File: src/design/upn_pkg.sv
// ---------------------------------------------------------------------------
// URL path normalizer package
// Shared payload structs, status codes, characters and default sizes.
// ---------------------------------------------------------------------------
`default_nettype none

package upn_pkg;

  // Default capacity of the normalized path store, in bytes.
  localparam int OUT_CAP_DEF = 256;

  // Command codes.
  localparam logic CMD_PUSH = 1'b0;
  localparam logic CMD_READ = 1'b1;

  // Result status codes.
  localparam logic [1:0] ST_ACCEPT  = 2'd0;
  localparam logic [1:0] ST_DONE_OK = 2'd1;
  localparam logic [1:0] ST_ESCAPE  = 2'd2;
  localparam logic [1:0] ST_TOO_LONG = 2'd3;

  // Path characters.
  localparam logic [7:0] CH_DOT   = 8'h2E;
  localparam logic [7:0] CH_SLASH = 8'h2F;

  // One input beat.
  typedef struct packed {
    logic       cmd;
    logic [7:0] path_byte;
    logic       is_last;
    logic [7:0] read_index;
  } in_t;

  // One result beat.
  typedef struct packed {
    logic [1:0] status;
    logic [7:0] path_length;
    logic [7:0] read_byte;
  } out_t;

endpackage

`default_nettype wire

File: src/design/url_path_normalizer_core.sv
// ---------------------------------------------------------------------------
// URL path normalizer core
// Sequence: a read goes through S_READ; a push goes through S_PUSH, then
// S_CHAR or, for a slash, S_CLOSE and one S_BACK step per stored byte that a
// ".." segment backs over, then S_LAST; a last byte closes in S_FINISH.
// Throughput: one beat at a time; busy stays high until the result is issued,
// which the receiver cannot stall.
// Reset (rst_n, synchronous) clears the path state; the store keeps data.
// ---------------------------------------------------------------------------
`default_nettype none

module url_path_normalizer_core #(
  parameter int OUT_CAP = upn_pkg::OUT_CAP_DEF
) (
  input  wire logic         clk,
  input  wire logic         rst_n,
  input  wire logic         start,
  output logic              busy,
  input  wire upn_pkg::in_t in_data,
  output logic              out_valid,
  output upn_pkg::out_t     out_data
);

  localparam int AW = $clog2(OUT_CAP);
  localparam int SW = $clog2(OUT_CAP + 1);
  localparam int LW = SW + 1;

  // Sequencer state codes.
  localparam logic [2:0] S_IDLE   = 3'd0;
  localparam logic [2:0] S_READ   = 3'd1;
  localparam logic [2:0] S_PUSH   = 3'd2;
  localparam logic [2:0] S_CHAR   = 3'd3;
  localparam logic [2:0] S_LAST   = 3'd4;
  localparam logic [2:0] S_CLOSE  = 3'd5;
  localparam logic [2:0] S_BACK   = 3'd6;
  localparam logic [2:0] S_FINISH = 3'd7;

  // Control state.
  logic [2:0]  state_r, state_nxt;
  logic [SW-1:0] kept_r, kept_nxt;
  logic [SW-1:0] seg_r, seg_nxt;
  logic        dots_r, dots_nxt;
  logic [1:0]  err_r, err_nxt;
  logic        fin_r, fin_nxt;
  logic        out_valid_r, out_valid_nxt;

  // Payload registers.
  logic [7:0]    ch_r;
  logic          last_r;
  logic          rd_ok_r;
  logic [7:0]    rdata_r;
  upn_pkg::out_t out_r, out_nxt;

  // Store ports.
  logic [7:0]    store_mem [OUT_CAP];
  logic          we;
  logic [AW-1:0] waddr;
  logic [7:0]    wdata;
  logic [AW-1:0] raddr;

  // Shared address arithmetic.
  logic [SW-1:0] kept_m1, kept_m2;
  logic [LW-1:0] char_pos, close_sum, grow_len;
  logic          accept;

  assign accept   = start && (state_r == S_IDLE);
  assign kept_m1  = kept_r - SW'(1);
  assign kept_m2  = kept_r - SW'(2);
  assign char_pos = {1'b0, kept_r} + {1'b0, seg_r} + LW'(1);
  assign grow_len = char_pos;
  assign close_sum = char_pos + LW'(1);

  assign busy      = (state_r != S_IDLE);
  assign out_valid = out_valid_r;
  assign out_data  = out_r;

  // Store: one write port, one registered read port.
  always_ff @(posedge clk) begin
    if (we) begin
      store_mem[waddr] <= wdata;
    end
    rdata_r <= store_mem[raddr];
  end

  // Store read address selection.
  always_comb begin
    case (state_r)
      S_IDLE:  raddr = AW'(in_data.read_index);
      S_BACK:  raddr = kept_m2[AW-1:0];
      default: raddr = kept_m1[AW-1:0];
    endcase
  end

  // Sequencer: one step of the path update per cycle.
  always_comb begin
    state_nxt     = state_r;
    kept_nxt      = kept_r;
    seg_nxt       = seg_r;
    dots_nxt      = dots_r;
    err_nxt       = err_r;
    fin_nxt       = fin_r;
    out_valid_nxt = 1'b0;
    out_nxt       = out_r;
    we            = 1'b0;
    waddr         = char_pos[AW-1:0];
    wdata         = ch_r;

    case (state_r)
      S_IDLE: begin
        if (accept) begin
          fin_nxt   = 1'b0;
          state_nxt = (in_data.cmd == upn_pkg::CMD_READ) ? S_READ : S_PUSH;
        end
      end

      S_READ: begin
        out_valid_nxt       = 1'b1;
        out_nxt.status      = upn_pkg::ST_ACCEPT;
        out_nxt.path_length = 8'd0;
        out_nxt.read_byte   = rd_ok_r ? rdata_r : 8'd0;
        state_nxt           = S_IDLE;
      end

      S_PUSH: begin
        if (err_r != upn_pkg::ST_ACCEPT) begin
          state_nxt = S_LAST;
        end else if (ch_r == upn_pkg::CH_SLASH) begin
          state_nxt = S_CLOSE;
        end else if (seg_r == '0) begin
          // A new segment opens with its slash; the byte follows next cycle.
          we        = ({1'b0, kept_r} < LW'(OUT_CAP));
          waddr     = kept_r[AW-1:0];
          wdata     = upn_pkg::CH_SLASH;
          state_nxt = S_CHAR;
        end else begin
          state_nxt = S_CHAR;
        end
      end

      S_CHAR: begin
        // Store the segment byte speculatively and count it.
        if (seg_r < SW'(OUT_CAP)) begin
          we      = (char_pos < LW'(OUT_CAP));
          seg_nxt = seg_r + SW'(1);
        end
        if (ch_r != upn_pkg::CH_DOT) begin
          dots_nxt = 1'b0;
        end
        state_nxt = S_LAST;
      end

      S_LAST: begin
        if (last_r) begin
          fin_nxt   = 1'b1;
          state_nxt = S_CLOSE;
        end else begin
          out_valid_nxt       = 1'b1;
          out_nxt.status      = upn_pkg::ST_ACCEPT;
          out_nxt.path_length = 8'd0;
          out_nxt.read_byte   = 8'd0;
          state_nxt           = S_IDLE;
        end
      end

      S_CLOSE: begin
        // Close the current segment; a ".." backs up through the store.
        seg_nxt   = '0;
        dots_nxt  = 1'b1;
        state_nxt = fin_r ? S_FINISH : S_LAST;
        if (seg_r == '0 || err_r != upn_pkg::ST_ACCEPT) begin
          state_nxt = fin_r ? S_FINISH : S_LAST;
        end else if (seg_r == SW'(1) && dots_r) begin
          state_nxt = fin_r ? S_FINISH : S_LAST;
        end else if (seg_r == SW'(2) && dots_r) begin
          if (kept_r == '0) begin
            err_nxt = upn_pkg::ST_ESCAPE;
          end else begin
            state_nxt = S_BACK;
          end
        end else if (close_sum > LW'(OUT_CAP)) begin
          err_nxt = upn_pkg::ST_TOO_LONG;
        end else begin
          kept_nxt = grow_len[SW-1:0];
        end
      end

      S_BACK: begin
        // One stored byte per cycle until the previous slash is removed.
        kept_nxt = kept_m1;
        if (rdata_r == upn_pkg::CH_SLASH || kept_r == SW'(1)) begin
          state_nxt = fin_r ? S_FINISH : S_LAST;
        end
      end

      S_FINISH: begin
        out_valid_nxt     = 1'b1;
        out_nxt.read_byte = 8'd0;
        if (err_r != upn_pkg::ST_ACCEPT) begin
          out_nxt.status      = err_r;
          out_nxt.path_length = 8'd0;
        end else begin
          out_nxt.status = upn_pkg::ST_DONE_OK;
          if (kept_r == '0) begin
            // Empty result becomes the root path.
            we                  = 1'b1;
            waddr               = '0;
            wdata               = upn_pkg::CH_SLASH;
            out_nxt.path_length = 8'd1;
          end else begin
            out_nxt.path_length = 8'(kept_r);
          end
        end
        kept_nxt  = '0;
        seg_nxt   = '0;
        dots_nxt  = 1'b1;
        err_nxt   = upn_pkg::ST_ACCEPT;
        state_nxt = S_IDLE;
      end

      default: begin
        state_nxt = S_IDLE;
      end
    endcase
  end

  // Control registers.
  always_ff @(posedge clk) begin
    if (!rst_n) begin
      state_r     <= S_IDLE;
      kept_r      <= '0;
      seg_r       <= '0;
      dots_r      <= 1'b1;
      err_r       <= upn_pkg::ST_ACCEPT;
      fin_r       <= 1'b0;
      out_valid_r <= 1'b0;
    end else begin
      state_r     <= state_nxt;
      kept_r      <= kept_nxt;
      seg_r       <= seg_nxt;
      dots_r      <= dots_nxt;
      err_r       <= err_nxt;
      fin_r       <= fin_nxt;
      out_valid_r <= out_valid_nxt;
    end
  end

  // Beat capture and result registers.
  always_ff @(posedge clk) begin
    if (accept) begin
      ch_r    <= in_data.path_byte;
      last_r  <= in_data.is_last;
      rd_ok_r <= (32'(in_data.read_index) < OUT_CAP);
    end
    out_r <= out_nxt;
  end

  // The result strobe is never held high back to back.
  assert property (@(posedge clk) disable iff (!rst_n)
    out_valid_r |=> !out_valid_r)
    else $error("result strobe held for two cycles");

  // The kept length always leaves room inside the store.
  assert property (@(posedge clk) disable iff (!rst_n)
    ({1'b0, kept_r} < LW'(OUT_CAP)))
    else $error("kept length reached the store capacity");

  // A recorded error holds until the path finishes.
  assert property (@(posedge clk) disable iff (!rst_n)
    (err_r != upn_pkg::ST_ACCEPT && state_r != S_FINISH) |=> (err_r == $past(err_r)))
    else $error("error code changed mid-path");

  // A result is issued only on the way back to idle.
  assert property (@(posedge clk) disable iff (!rst_n)
    out_valid_r |-> (state_r == S_IDLE))
    else $error("result issued while the sequencer is active");

endmodule

`default_nettype wire

File: config.mk
export PLATFORM = sky130hd
export DESIGN_NAME = url_path_normalizer_core
export DESIGN_NICKNAME = d
export VERILOG_FILES = /design/src/design/upn_pkg.sv /design/src/design/url_path_normalizer_core.sv
export SDC_FILE = /design/constraint.sdc
export NUM_CORES = 2
export LEC_CHECK = 0
export ABC_CLOCK_PERIOD_IN_PS = 6100
export BUFFER_PORTS_ARGS = -buffer_cell sky130_fd_sc_hd__buf_2
export CORE_UTILIZATION = 56
export CTS_BUF_LIST = sky130_fd_sc_hd__clkbuf_8
export DETAILED_ROUTE_END_ITERATION = 10
export GPL_ROUTABILITY_DRIVEN = 0
export HOLD_SLACK_MARGIN = 0.08
export PLACE_DENSITY_LB_ADDON = 0.08
export SYNTH_ARGS = -nofsm -noshare
export SYNTH_HDL_FRONTEND = slang
export SYNTH_SLANG_ARGS = --single-unit
File: constraint.sdc
create_clock -name clk -period 6.1 [get_ports clk]
set_input_delay 1.83 -clock clk [delete_from_list [all_inputs] [get_ports clk]]
set_output_delay 1.83 -clock clk [all_outputs]
set_load 0.01 [all_outputs]
==> key figures <==
Clocking
  – CTS root buf: clkbuf_8
  – Hold_buf cts: 0
  – Post-CTS sizing: 0
  – Clock transition at path regs: approximately 0.06 ns
  – CTS max path bufs: 4
  – CTS tree: built
  – Setup bufs post-CTS: 0
  – Clock Sinks: 2109
  – Cts bufs inserted: 351
  – Clk_lat worst skew: 1.04 ns
  – Depth of the CTS H-tree: 5

Yosys
  – Synth Flop Type: edfxtp_1
  – Dominant cells by area after synthesis: edfxtp_1 73%, nand2_1 3.7%, mux4_2 3.4%
  – Sequential fraction of the synthesis area: 0.741
  – Post-Syn Area per Cell: 15.6 sq um
  – Post-synth top area cell: edfxtp_1
  – Syn Inst Count: between 5000 and 6000
  – #FFs+latches synth: 2109
  – Yosys cell types: 106
  – Top-area cell type share of the netlist area: 0.733
  – Syn Nets: approximately 5500
  – Async S/R FF share, synth: 0
  – Post-synth EDFFs: 2075
  – Cell area after synthesis: 85000 sq um
  – Syn. warnings: 0

Timing
  – Slew margin rel.: 0.133
  – RSZ-0062 raised after global routing: no
  – Worst Max-Slew Pin Slew: 1.30 ns
  – Final hold vios: 0
  – Final slew viol count: 0
  – Final Critical Period: 5.80 ns
  – Final setup TNS: 0 ns
  – Hold Worst Slack: between 0.5 and 0.6 ns
  – Skew final: between 0.06 and 0.07 ns
  – Period utilisation layout: 0.950
  – Highest clock rate: ~170 MHz
  – # setup viols final: 0

Run
  – # Max-Cap Violations: 0

Detailed routing
  – DR DRC count: 0
  – Routed wire length: 244000 um
  – Pre-antenna DRT Iters: 6
  – Via Count: 51756
  – Initial DRC count: between 5000 and 6000
  – Routed len/inst: just under 30 um
  – Remaining antenna violation count: 0
  – Vias per std cell: roughly 6.3

Setup path
  – WP data arrival: ~6.4 ns
  – CP Launch Type: flip-flop
  – CP most frequent cell: nor2_1
  – Reg2Reg Depth: 11
  – Crit Path Class: reg2reg
  – Critical path origin: kept_r[1]
  – Worst-path cell chain: inv_1, ha_1, or3b_1, nor3_1, and2_0, nor2_1, o2bb2ai_1, nor3_2, nand3_2, buf_4, nor2_1
  – FF-to-FF Start: kept_r[1]
  – CP Max Fanout: 9
  – WP data required: 6.71 ns
  – Crit end category: flip-flop
  – Max stage delay cell, worst path: nand3_2
  – Setup crit end: store_mem[96][3]
  – Reg2reg setup slack: 0.30 ns
  – Slowest stage delay, CP: 0.67 ns
  – Crit Reg-Reg Endpoint: store_mem[96][3]

Die
  – Core ar.: approximately 150000 sq um
  – Die X: 392 um
  – Die Area: roughly 150000 sq um
  – Die Height: between 300 and 400 um
  – Rows: 142
  – Initial Util: 0.565
  – Top-Level Pins: 41

GRT
  – Remaining global-route overflow: 0
  – Vias in the first global route: between 50000 and 60000
  – Largest net degree at the start of global routing: between 100 and 150
  – Initial antenna violation count: 6
  – First-pass GRT wire length: 350000 um
  – GRT Total Usage: 0.320

Finish
  – Area grow syn2layout: 13.3%
  – Final core utilization: 0.640
  – Final Instance Count excl. Fillers: 8207
  – Share of cells above drive strength 1: 0.187
  – Nets: 5989

Hold path
  – WHS Path Cells: 2
  – HP Start: err_r[0]
  – Hold Crit Class: reg2reg

Power and ir drop
  – Sw power: around 0.0096 W
  – Sw Ratio: 0.286
  – Power density cells: around 350 nW/um^2
  – Clk network pwr share: 0.333
  – Max VDD drop: 256 uV
  – Leak: 32.7 nW
  – Combinational power share: 0.178
  – Power share of the sequential group: 0.489
  – Internal power: 0.0239 W

Place
  – IO Port Bufs: 40
  – Hpwl dp: about 150000 um
  – Cells after DPL: 7613

Run status
  – Outcome: completed
worst max-delay path, delay by kind of cell (launching register included):
family / cells / cell delay, ns
AO/OA/AOI/OAI: 1 / 0.32
buffers and inverters: 2 / 0.84
adder cells (fa/ha/maj): 1 / 0.35
flip-flops: 1 / 0.41
AND/OR/NAND/NOR: 7 / 3.49
worst min path at each step:
stage / end / slack, ns
final: err_r[0] / 0.53
after global routing: dots_r / 0.56
after CTS: err_r[0] / 0.52
after detailed placement: err_r[0] / 0.50
after global placement: err_r[0] / 0.49
after floorplan: err_r[0] / 0.46
metal layers:
layer,track usage,share of wire,vias to the layer above
met3,0.0642,0.094,506
met5,0,0.00015,-
li1,-,-,22417
met2,0.492,0.46,2702
met4,0.137,0.045,6
met1,0.447,0.40,26125
cells in the mapped netlist, drive strengths merged (19+ instances only):
cell type  number
nor2          317
o2111ai        41
a31oi          44
clkbuf        143
nand4          34
o22ai          23
a32o           62
nor3           28
and3          133
o21ai          63
nor4           24
dfxtp          34
a32oi          94
edfxtp       2075
buf           207
mux2           34
a22oi          20
mux4          128
a21oi          88
a221oi         32
o211ai         43
a211oi        139
and2           23
nand3         259
nand2         835
inv            19
mux2i         278
cells in the final DEF, fill, tap and decap left out, types with 24 or more instances in the layout:
master	instances
a211oi_1	138
a21oi_1	84
a221oi_1	32
a31oi_1	44
a32o_1	62
a32oi_1	94
and3_1	130
buf_12	41
buf_2	40
buf_4	426
clkbuf_8	363
clkinv_1	79
clkinv_2	26
dfxtp_1	34
edfxtp_1	2075
inv_1	129
mux2_2	34
mux2i_1	278
mux4_2	128
nand2_1	824
nand3_1	248
nand4_1	33
nor2_1	308
nor3_1	24
o2111ai_1	41
o211ai_1	41
o21ai_0	61
through the flow:
stage          cell area (sq um)  setup WS (ns)  power (W)
4_1_cts                    96200          0.457     0.0335
2_1_floorplan              85000        -0.0970     0.0202
5_1_grt                    96200         0.0576     0.0344
6_report                   96300          0.305     0.0335
3_3_place_gp               90200         0.0855     0.0225
3_5_place_dp               90200          0.117     0.0225
layout make-up:
cell class / instances / area, sq um
Sequential cell: 2109 / 63000
Fill cell: 10941 / 54100
Multi-Input combinational cell: 2962 / 20400
Clock buffer: 363 / 5000
Timing Repair Buffer: 507 / 4220
Tap cell: 2016 / 2520
Clock inverter: 226 / 1080
Inverter: 19 / 71.3
Antenna cell: 5 / 12.5
power by group through the flow:
| stage | Clock, W | Sequential [W] | Combinational [W] |
|---|---|---|---|
| floorplan | 0 | 0.0168 | 0.00343 |
| global placement | 0 | 0.0167 | 0.00583 |
| detailed placement | 0 | 0.0167 | 0.00588 |
| CTS | 0.0113 | 0.0164 | 0.00589 |
| global route | 0.0119 | 0.0163 | 0.00620 |
| finish | 0.0111 | 0.0164 | 0.00596 |
state kept, by name, indices dropped and copies added (netlist names):
| register | cells |
|---|---|
| ch_r | 8 |
| dots_r | 1 |
| err_r | 2 |
| fin_r | 1 |
| kept_r | 9 |
| last_r | 1 |
| out_data | 18 |
| out_valid | 1 |
| rdata_r | 8 |
| seg_r | 9 |
| state_r | 3 |
| store_mem | 2048 |
kinds of logic after synthesis:
logic type / after synthesis / synth area share
buf+inv: 369 / 0.0221
xor+xnor: 14 / 0.00153
flops: 2109 / 0.741
compound gates: 754 / 0.0679
fa+ha+maj: 18 / 0.00274
simple gates: 1736 / 0.0933
mux: 440 / 0.0712
Note: power is estimated with default switching activity, not from simulation.
